## src/sv/dwm_pkg.sv

```systemverilog
// Shared constants and types for the distinct window marker finder.
package dwm_pkg;

    // Deepest window the history holds
    localparam int WINDOW_MAX = 16;
    // Width of a window length or a fill count (holds WINDOW_MAX itself)
    localparam int LEN_W = $clog2(WINDOW_MAX + 1);
    // Shortest window that makes sense
    localparam int WINDOW_MIN = 2;

    // Field widths
    localparam int BYTE_W = 8;
    localparam int POS_W = 32;
    localparam int WLEN_W = 5;

    // Configuration bus
    localparam int PADDR_W = 3;
    localparam int PDATA_W = 32;
    localparam int REG_IDX_W = 1;
    localparam logic [REG_IDX_W-1:0] REG_WINDOW_LEN = 1'b0;
    localparam logic [WLEN_W-1:0] WINDOW_LEN_RST = 5'd14;

    // One result word
    typedef struct packed {
        logic             found;
        logic [POS_W-1:0] marker_end;
    } res_t;

endpackage

```

## src/sv/distinct_window_marker_finder_core.sv

```systemverilog
// Top level of the distinct window marker finder: input stage, scan core, result handshake.
//
// Finds the first place in a byte stream where the last window_len bytes are all
// different and reports the 1-based count of the byte that closed that window.
// Every accepted byte yields one result word (found, marker_end); after a marker
// is found the result stays frozen until reset. The block takes one byte per
// clock while out_ready is high. A byte is held in the input register, then the
// pairwise comparator array over the 16-entry history settles its result into
// the result registers, where the result word is presented until out_ready
// takes it. While out_ready is low the input register holds one more byte and
// then in_ready drops. window_len (reset 14, clamped to 2..16) is written over
// the APB-style port at address 0 while the block is idle; the block itself
// does not enforce this, so the user must keep to it.
module distinct_window_marker_finder_core
    import dwm_pkg::*;
(
    input  logic               clk,
    input  logic               rst_n,
    input  logic               in_valid,
    output logic               in_ready,
    input  logic [BYTE_W-1:0]  data_byte,
    output logic               out_valid,
    input  logic               out_ready,
    output logic               found,
    output logic [POS_W-1:0]   marker_end,
    input  logic               psel,
    input  logic               penable,
    input  logic               pwrite,
    input  logic [PADDR_W-1:0] paddr,
    input  logic [PDATA_W-1:0] pwdata,
    output logic [PDATA_W-1:0] prdata,
    output logic               pready
);

    logic              s1_valid_reg;
    logic              s1_valid_next;
    logic [BYTE_W-1:0] s1_byte_reg;
    logic              out_valid_reg;
    logic              out_valid_next;
    logic              step;
    logic              in_take;
    logic [WLEN_W-1:0] window_len;
    res_t              res;

    dwm_cfg u_cfg (
        .clk        (clk),
        .rst_n      (rst_n),
        .psel       (psel),
        .penable    (penable),
        .pwrite     (pwrite),
        .paddr      (paddr),
        .pwdata     (pwdata),
        .prdata     (prdata),
        .pready     (pready),
        .window_len (window_len)
    );

    // Move the held word into the scan when the result slot is free
    assign step     = s1_valid_reg && (!out_valid_reg || out_ready);
    assign in_ready = !s1_valid_reg || step;
    assign in_take  = in_valid && in_ready;

    dwm_scan u_scan (
        .clk        (clk),
        .rst_n      (rst_n),
        .step       (step),
        .data_byte  (s1_byte_reg),
        .window_len (window_len),
        .res        (res)
    );

    // Input stage control
    always_comb
    begin
        s1_valid_next = s1_valid_reg;
        if (in_take)
        begin
            s1_valid_next = 1'b1;
        end
        else if (step)
        begin
            s1_valid_next = 1'b0;
        end
    end

    // Result stage control: hold until taken
    always_comb
    begin
        out_valid_next = out_valid_reg;
        if (step)
        begin
            out_valid_next = 1'b1;
        end
        else if (out_ready)
        begin
            out_valid_next = 1'b0;
        end
    end

    always_ff @(posedge clk or negedge rst_n)
    begin
        if (!rst_n)
        begin
            s1_valid_reg  <= 1'b0;
            out_valid_reg <= 1'b0;
        end
        else
        begin
            s1_valid_reg  <= s1_valid_next;
            out_valid_reg <= out_valid_next;
        end
    end

    // Capture the incoming byte
    always_ff @(posedge clk)
    begin
        if (in_take)
        begin
            s1_byte_reg <= data_byte;
        end
    end

    assign out_valid  = out_valid_reg;
    assign found      = res.found;
    assign marker_end = res.marker_end;

`ifndef NO_ASSERTIONS
    // Once found, the flag never drops
    a_found_sticky: assert property (@(posedge clk) disable iff (!rst_n)
        found |=> found)
        else $error("found flag dropped");

    // Once found, the position is frozen
    a_pos_frozen: assert property (@(posedge clk) disable iff (!rst_n)
        found |=> $stable(marker_end))
        else $error("marker position changed after marker");

    // Never overwrite a held input word that has not moved on
    a_no_overrun: assert property (@(posedge clk) disable iff (!rst_n)
        !(in_take && s1_valid_reg && !step))
        else $error("input stage overrun");

    // A scan step always produces a visible result next cycle
    a_step_result: assert property (@(posedge clk) disable iff (!rst_n)
        step |=> out_valid)
        else $error("result lost after scan step");
`endif

endmodule

```

## src/sv/dwm_cfg.sv

```systemverilog
// APB-style register port holding the window length.
module dwm_cfg
    import dwm_pkg::*;
(
    input  logic               clk,
    input  logic               rst_n,
    input  logic               psel,
    input  logic               penable,
    input  logic               pwrite,
    input  logic [PADDR_W-1:0] paddr,
    input  logic [PDATA_W-1:0] pwdata,
    output logic [PDATA_W-1:0] prdata,
    output logic               pready,
    output logic [WLEN_W-1:0]  window_len
);

    logic [WLEN_W-1:0]    window_len_reg;
    logic [WLEN_W-1:0]    window_len_next;
    logic [REG_IDX_W-1:0] reg_idx;
    logic                 wr_en;

    // Decode the register index from the word address
    assign reg_idx = paddr[PADDR_W-1 -: REG_IDX_W];
    assign wr_en   = psel && penable && pwrite;
    assign pready  = 1'b1;

    // Load the window length on a write to its address
    always_comb
    begin
        window_len_next = window_len_reg;
        if (wr_en && (reg_idx == REG_WINDOW_LEN))
        begin
            window_len_next = pwdata[WLEN_W-1:0];
        end
    end

    always_ff @(posedge clk or negedge rst_n)
    begin
        if (!rst_n)
        begin
            window_len_reg <= WINDOW_LEN_RST;
        end
        else
        begin
            window_len_reg <= window_len_next;
        end
    end

    // Return the register value, zero elsewhere
    always_comb
    begin
        prdata = '0;
        if (reg_idx == REG_WINDOW_LEN)
        begin
            prdata = {{(PDATA_W - WLEN_W){1'b0}}, window_len_reg};
        end
    end

    assign window_len = window_len_reg;

endmodule

```

## src/sv/dwm_scan.sv

```systemverilog
// History window, byte counter and distinct-window check with latched result.
module dwm_scan
    import dwm_pkg::*;
(
    input  logic              clk,
    input  logic              rst_n,
    input  logic              step,
    input  logic [BYTE_W-1:0] data_byte,
    input  logic [WLEN_W-1:0] window_len,
    output res_t              res
);

    logic [BYTE_W-1:0] hist_reg  [WINDOW_MAX];
    logic [BYTE_W-1:0] hist_next [WINDOW_MAX];
    logic [LEN_W-1:0]  filled_reg;
    logic [LEN_W-1:0]  filled_next;
    logic [POS_W-1:0]  count_reg;
    logic [POS_W-1:0]  count_next;
    logic              seen_reg;
    logic              seen_next;
    logic [POS_W-1:0]  pos_reg;
    logic [POS_W-1:0]  pos_next;
    logic [LEN_W-1:0]  eff_len;
    logic              distinct;

    // Clamp the window length into the supported range
    always_comb
    begin
        if (window_len < WLEN_W'(WINDOW_MIN))
        begin
            eff_len = LEN_W'(WINDOW_MIN);
        end
        else if (window_len > WLEN_W'(WINDOW_MAX))
        begin
            eff_len = LEN_W'(WINDOW_MAX);
        end
        else
        begin
            eff_len = LEN_W'(window_len);
        end
    end

    // Shift the new byte in at the front
    always_comb
    begin
        hist_next[0] = data_byte;
        for (int k = 1; k < WINDOW_MAX; k++)
        begin
            hist_next[k] = hist_reg[k-1];
        end
    end

    // Advance the fill count and byte count, both saturating
    assign filled_next = (filled_reg == LEN_W'(WINDOW_MAX)) ? filled_reg
                                                             : filled_reg + 1'b1;
    assign count_next  = (count_reg == {POS_W{1'b1}}) ? count_reg : count_reg + 1'b1;

    // Compare every pair inside the active window
    always_comb
    begin
        distinct = 1'b1;
        for (int i = 0; i < WINDOW_MAX; i++)
        begin
            for (int j = i + 1; j < WINDOW_MAX; j++)
            begin
                if ((LEN_W'(j) < eff_len) && (hist_next[i] == hist_next[j]))
                begin
                    distinct = 1'b0;
                end
            end
        end
    end

    // Latch the marker position the first time the window is all distinct
    always_comb
    begin
        seen_next = seen_reg;
        pos_next  = pos_reg;
        if ((filled_next >= eff_len) && distinct)
        begin
            seen_next = 1'b1;
            pos_next  = count_next;
        end
    end

    // History payload: advance only while searching
    always_ff @(posedge clk)
    begin
        if (step && !seen_reg)
        begin
            hist_reg <= hist_next;
        end
    end

    // Counters and result; freeze once a marker is seen
    always_ff @(posedge clk or negedge rst_n)
    begin
        if (!rst_n)
        begin
            filled_reg <= '0;
            count_reg  <= '0;
            seen_reg   <= 1'b0;
            pos_reg    <= '0;
        end
        else if (step && !seen_reg)
        begin
            filled_reg <= filled_next;
            count_reg  <= count_next;
            seen_reg   <= seen_next;
            pos_reg    <= pos_next;
        end
    end

    assign res.found      = seen_reg;
    assign res.marker_end = pos_reg;

endmodule
```

## config.mk

```make
export PLATFORM = sky130hd
export DESIGN_NAME = distinct_window_marker_finder_core
export DESIGN_NICKNAME = d
export VERILOG_FILES = /design/src/sv/dwm_pkg.sv /design/src/sv/distinct_window_marker_finder_core.sv /design/src/sv/dwm_cfg.sv /design/src/sv/dwm_scan.sv
export SDC_FILE = /design/constraint.sdc
export NUM_CORES = 1
export LEC_CHECK = 0
export BUFFER_PORTS_ARGS = -buffer_cell sky130_fd_sc_hd__buf_2
export CAP_MARGIN = 20
export CORE_MARGIN = 5
export CORE_UTILIZATION = 51
export CTS_BUF_LIST = sky130_fd_sc_hd__clkbuf_2 sky130_fd_sc_hd__clkbuf_4 sky130_fd_sc_hd__clkbuf_8
export CTS_CLUSTER_DIAMETER = 200
export DETAILED_ROUTE_END_ITERATION = 8
export HOLD_SLACK_MARGIN = 0.12
export PLACE_DENSITY = 0.68
export SLEW_MARGIN = 40
export SYNTH_ARGS = -nofsm -noshare
export SYNTH_HDL_FRONTEND = slang
export SYNTH_SLANG_ARGS = --single-unit
```

## constraint.sdc

```tcl
create_clock -name clk -period 5.6 [get_ports clk]
set_input_delay 1.12 -clock clk [delete_from_list [all_inputs] [get_ports clk]]
set_output_delay 1.12 -clock clk [all_outputs]
set_load 0.05 [all_outputs]
```

==> results_tabular.tex <==
\begin{tabular}{lr}
\hline
Metric & Value \\
\hline
\multicolumn{2}{l}{\textbf{Pwr}} \\
\quad Clock network fraction of design power & 24.7\% \\
\quad Design internal power & 3670 uW \\
\quad Sw power & 2460 uW \\
\quad Sequential power share & 36.6\% \\
\quad Comb power frac & 38.7\% \\
\quad Max rail drop VDD & 0.284 mV \\
\quad Static leakage & 0.00813 uW \\
\quad Total chip power & 6130 uW \\
\quad Sw Ratio & 40.1\% \\
\quad Ratio of total power to cell area & 277 nW/um2 \\
\multicolumn{2}{l}{\textbf{Logic synthesis}} \\
\quad Top cells by area in the synthesized netlist & sky130\_fd\_sc\_hd\_\_xnor2\_1 23\%, sky130\_fd\_sc\_hd\_\_xor2\_1 20\%, sky130\_fd\_sc\_hd\_\_edfxtp\_1 19\% \\
\quad Most frequently used cell type in the post-synthesis netlist & sky130\_fd\_sc\_hd\_\_xnor2\_1 \\
\quad Total of warnings raised by yosys & 0 \\
\quad Yosys top cell area share & 23.2\% \\
\quad Number of synthesized register bits & 205 \\
\quad Netlist area before placement & 20600 um2 \\
\quad Netlist cell types & 59 \\
\quad Mean post-synth cell area & 9.63 um2 \\
\quad Async S/R FF share, synth & 37.6\% \\
\quad Proportion of synthesized chip area in sequential cells & 28.0\% \\
\quad Top cells by count, synth & 547 x sky130\_fd\_sc\_hd\_\_xnor2\_1, 480 x sky130\_fd\_sc\_hd\_\_xor2\_1, 133 x sky130\_fd\_sc\_hd\_\_buf\_4, 133 x sky130\_fd\_sc\_hd\_\_nand4\_1, 129 x sky130\_fd\_sc\_hd\_\_buf\_2 \\
\quad Number of flops mapped to enable cells by yosys & 128 \\
\quad Top\_reg\_cell synth & sky130\_fd\_sc\_hd\_\_edfxtp\_1 \\
\quad Yosys top cell by area & sky130\_fd\_sc\_hd\_\_xnor2\_1 \\
\quad Gate count after technology mapping & 2141 \\
\multicolumn{2}{l}{\textbf{Hold path}} \\
\quad Beginning of the worst hold path & u\_scan.hist\_next[101] \\
\quad HP Class & reg -> reg \\
\quad Hold Crit Endpoint & u\_scan.hist\_next[93] \\
\quad Hold Path Depth & 0 \\
\multicolumn{2}{l}{\textbf{Floorplan}} \\
\quad Count of standard-cell rows & 73 \\
\quad Area of the core & 39800 um2 \\
\quad Die area & 44600 um2 \\
\quad Die width & 211 um \\
\quad Starting utilization of the core area & 51.8\% \\
\quad Die height & 211 um \\
\quad Total I/O pin count & 118 \\
\multicolumn{2}{l}{\textbf{Worst setup path}} \\
\quad Sort of element at the start of the critical path & register \\
\quad R2r endpoint & u\_scan.pos\_reg[1] \\
\quad Cell with the biggest individual delay on the critical path & sky130\_fd\_sc\_hd\_\_dfrtp\_1 \\
\quad Largest stage delay on the critical path & 0.92 ns \\
\quad CP max FO & 33 \\
\quad Start-to-end type of the worst setup path & reg -> reg \\
\quad Number of cells on the worst reg-to-reg path & 13 \\
\quad CP cell instances & clkinv\_1, o311a\_1, ha\_1, nand2b\_1, a21oi\_1, nor2b\_1, o21ai\_0, nand2b\_1, a21oi\_1, or3\_4, nor4\_4, buf\_4, mux2\_2 \\
\quad Worst reg2reg setup slack & 1.20 ns \\
\quad Cell family with most CP delay & buffers and inverters \\
\quad Worst EP arrival & 4.88 ns \\
\quad R2R Path Start & u\_cfg.window\_len[4] \\
\quad Critical Path End Type & register \\
\quad Data required time at the worst endpoint & 6.08 ns \\
\quad Critical path buffers and inverters & 2 \\
\multicolumn{2}{l}{\textbf{Drt}} \\
\quad Drt total wl & 69200 um \\
\quad Post-detailed-route wirelength per cell & 25.7 um \\
\quad Detailed-routing iteration count for the pre-antenna-repair pass & 7 \\
\quad Mean number of vias per cell & 6.22 \\
\quad Via count & 16742 \\
\quad Post-DRT Antenna Nets & 0 \\
\quad DRC marker count from the first detailed-route iteration & 2337 \\
\quad Residual DRC & 0 \\
\multicolumn{2}{l}{\textbf{Finish}} \\
\quad Area of all placed cells without fillers & 22100 um2 \\
\quad Nets & 2194 \\
\quad Number of flip-flops under the largest register name & 120 \\
\quad Layout overhead on the synthesized area & 7.33\% \\
\quad Antenna Cells & 0 \\
\quad Layout cell share with drive strength beyond 1 & 16.0\% \\
\multicolumn{2}{l}{\textbf{Place}} \\
\quad Number of buffers inserted by port buffering & 60 \\
\quad Sum of net half-perimeters after detailed placement & 49100 um \\
\quad Final Wtd Congestion & 1.06 \\
\quad Post-placement cell area & 21300 um2 \\
\multicolumn{2}{l}{\textbf{Global routing}} \\
\quad Sum of overflow across all layers after global routing & 0 \\
\quad Pin count of the biggest net entering global routing & 78 \\
\quad Vias in the first global route & 16696 \\
\quad Wire length of the first global-routing pass & 103000 um \\
\quad Aggregate global-route resource usage & 30.1\% \\
\quad Antenna violations before repair & 1 \\
\multicolumn{2}{l}{\textbf{CTS}} \\
\quad Number of buffers inserted during clock tree synthesis & 38 \\
\quad Clock network latency to the later pin of the worst-skew pair & 0.65 ns \\
\quad CTS Root Buffer Type & sky130\_fd\_sc\_hd\_\_clkbuf\_8 \\
\quad Clock transition at the registers of the reported paths & 0.06 ns \\
\quad Post-CTS setup repair buffer count & 0 \\
\quad Htree depth & 2 \\
\quad Max Root-Sink Buffers & 3 \\
\quad Hold-fix buffers, CTS & 0 \\
\quad Resized Gates After CTS & 0 \\
\quad TritonCTS Sinks & 205 \\
\quad TritonCTS clock tree & yes \\
\multicolumn{2}{l}{\textbf{STA}} \\
\quad Headroom to the max-slew limit & 38.8\% \\
\quad Number of pins with negative max-slew slack in the final report & 0 \\
\quad Final setup fails & 0 \\
\quad Final critical-path required period & 4.40 ns \\
\quad Hold Fails Final Rpt & 0 \\
\quad Top achievable clock speed & 0.227 GHz \\
\quad Transition time of the tightest slew-check pin & 0.918 ns \\
\quad Final-layout setup total negative slack & 0 ns \\
\quad Worst clock skew on the final layout & 0.0722 ns \\
\quad Final worst path period share & 78.6\% \\
\quad Setup repair after global routing missed its margin & no \\
\multicolumn{2}{l}{\textbf{Run status}} \\
\quad Result of the run & completed \\
\multicolumn{2}{l}{\textbf{Run}} \\
\quad Max-capacitance violation count & 0 \\
\hline
\end{tabular}
==> power by group through the flow <==
| stage | Combinational, uW | Sequential [uW] | Clock, uW |
|---|---|---|---|
| floorplan | 1960 | 2000 | 0 |
| global placement | 1900 | 2450 | 0 |
| detailed placement | 2300 | 2250 | 0 |
| CTS | 2310 | 2230 | 1560 |
| global route | 2520 | 2250 | 1620 |
| finish | 2370 | 2240 | 1510 |
==> routing by layer <==
| layer | track usage [%] | vias up | wire length [um] |
|---|---|---|---|
| met4 | 17.4 | 2 | 4380 |
| met5 | 0 | - | 7 |
| met2 | 45.0 | 1241 | 29600 |
| met1 | 39.3 | 8110 | 26200 |
| met3 | 8.01 | 362 | 8970 |
| li1 | - | 7027 | - |
==> worst max path at each step <==
| stage | startpoint | endpoint | slack, ns | cells past startpoint |
|---|---|---|---|---|
| floorplan | out_ready | u_scan.count_reg[12] | 1.76 | 7 |
| global placement | u_cfg.window_len[4] | u_scan.pos_reg[0] | 1.41 | 13 |
| detailed placement | out_ready | u_scan.pos_reg[1] | 1.35 | 12 |
| CTS | u_cfg.window_len[4] | u_scan.pos_reg[1] | 1.32 | 13 |
| global route | u_cfg.window_len[4] | u_scan.pos_reg[2] | 1.09 | 13 |
| finish | u_cfg.window_len[4] | u_scan.pos_reg[1] | 1.20 | 13 |
==> layout make-up <==
cell class,count,area (um2)
timing repair buffer,229,2000
clock inverter,14,121
clock buffer,55,669
sequential,205,5770
inverter,6,25.0
multi-input combinational,1656,12900
tap,525,657
fill,3466,17700
==> per-stage QoR <==
step | cells | hold slack (ns) | utilization, % | worst slack, ns
6_report | 2690 | 0.458 | 55.6 | 1.20
2_1_floorplan | 2167 | 0.421 | - | 1.76
5_1_grt | 2690 | 0.483 | 55.6 | 1.09
3_3_place_gp | 2534 | 0.431 | 50.9 | 1.41
4_1_cts | 2685 | 0.465 | 55.4 | 1.32
3_5_place_dp | 2616 | 0.454 | 53.4 | 1.35
==> cells by family (layout without fill, tap and decap cells) <==
logic type                 Yosys count  after routing  synth area share [%]
other                                2             28                0.0364
AOI/OAI and AO/OA                   86             86                  2.52
adders and majority gates            8              8                 0.485
DFF                                205            205                  28.0
and+or+nand+nor                    468            468                  12.7
xor gates and xnor gates          1028           1028                  43.7
muxes                               38             38                  2.58
buffers and inverters              306            304                  10.0
==> cells in the final DEF (no fill, tap or decap), types with 9 or more instances in the layout <==
| master | Yosys | routed |
|---|---|---|
| sky130_fd_sc_hd__xnor2_1 | 547 | 547 |
| sky130_fd_sc_hd__xor2_1 | 480 | 480 |
| sky130_fd_sc_hd__nand4_1 | 133 | 133 |
| sky130_fd_sc_hd__edfxtp_1 | 128 | 128 |
| sky130_fd_sc_hd__nor4_1 | 122 | 122 |
| sky130_fd_sc_hd__buf_4 | 133 | 80 |
| sky130_fd_sc_hd__dfrtp_1 | 74 | 74 |
| sky130_fd_sc_hd__nor2_1 | 71 | 71 |
| sky130_fd_sc_hd__buf_6 | 15 | 65 |
| sky130_fd_sc_hd__buf_2 | 129 | 59 |
| sky130_fd_sc_hd__nand2_1 | 57 | 57 |
| sky130_fd_sc_hd__clkbuf_8 | 4 | 41 |
| sky130_fd_sc_hd__a21oi_1 | 34 | 34 |
| sky130_fd_sc_hd__nand3_1 | 32 | 32 |
| sky130_fd_sc_hd__mux2_4 | 28 | 28 |
| sky130_fd_sc_hd__conb_1 | 2 | 28 |
| sky130_fd_sc_hd__buf_8 | 3 | 25 |
| sky130_fd_sc_hd__nor3_1 | 16 | 16 |
| sky130_fd_sc_hd__o21ai_0 | 15 | 15 |
| sky130_fd_sc_hd__clkbuf_4 | 0 | 14 |
| sky130_fd_sc_hd__a31oi_1 | 13 | 13 |
| sky130_fd_sc_hd__mux2_2 | 9 | 9 |
Power figures use the tool's default switching activity.
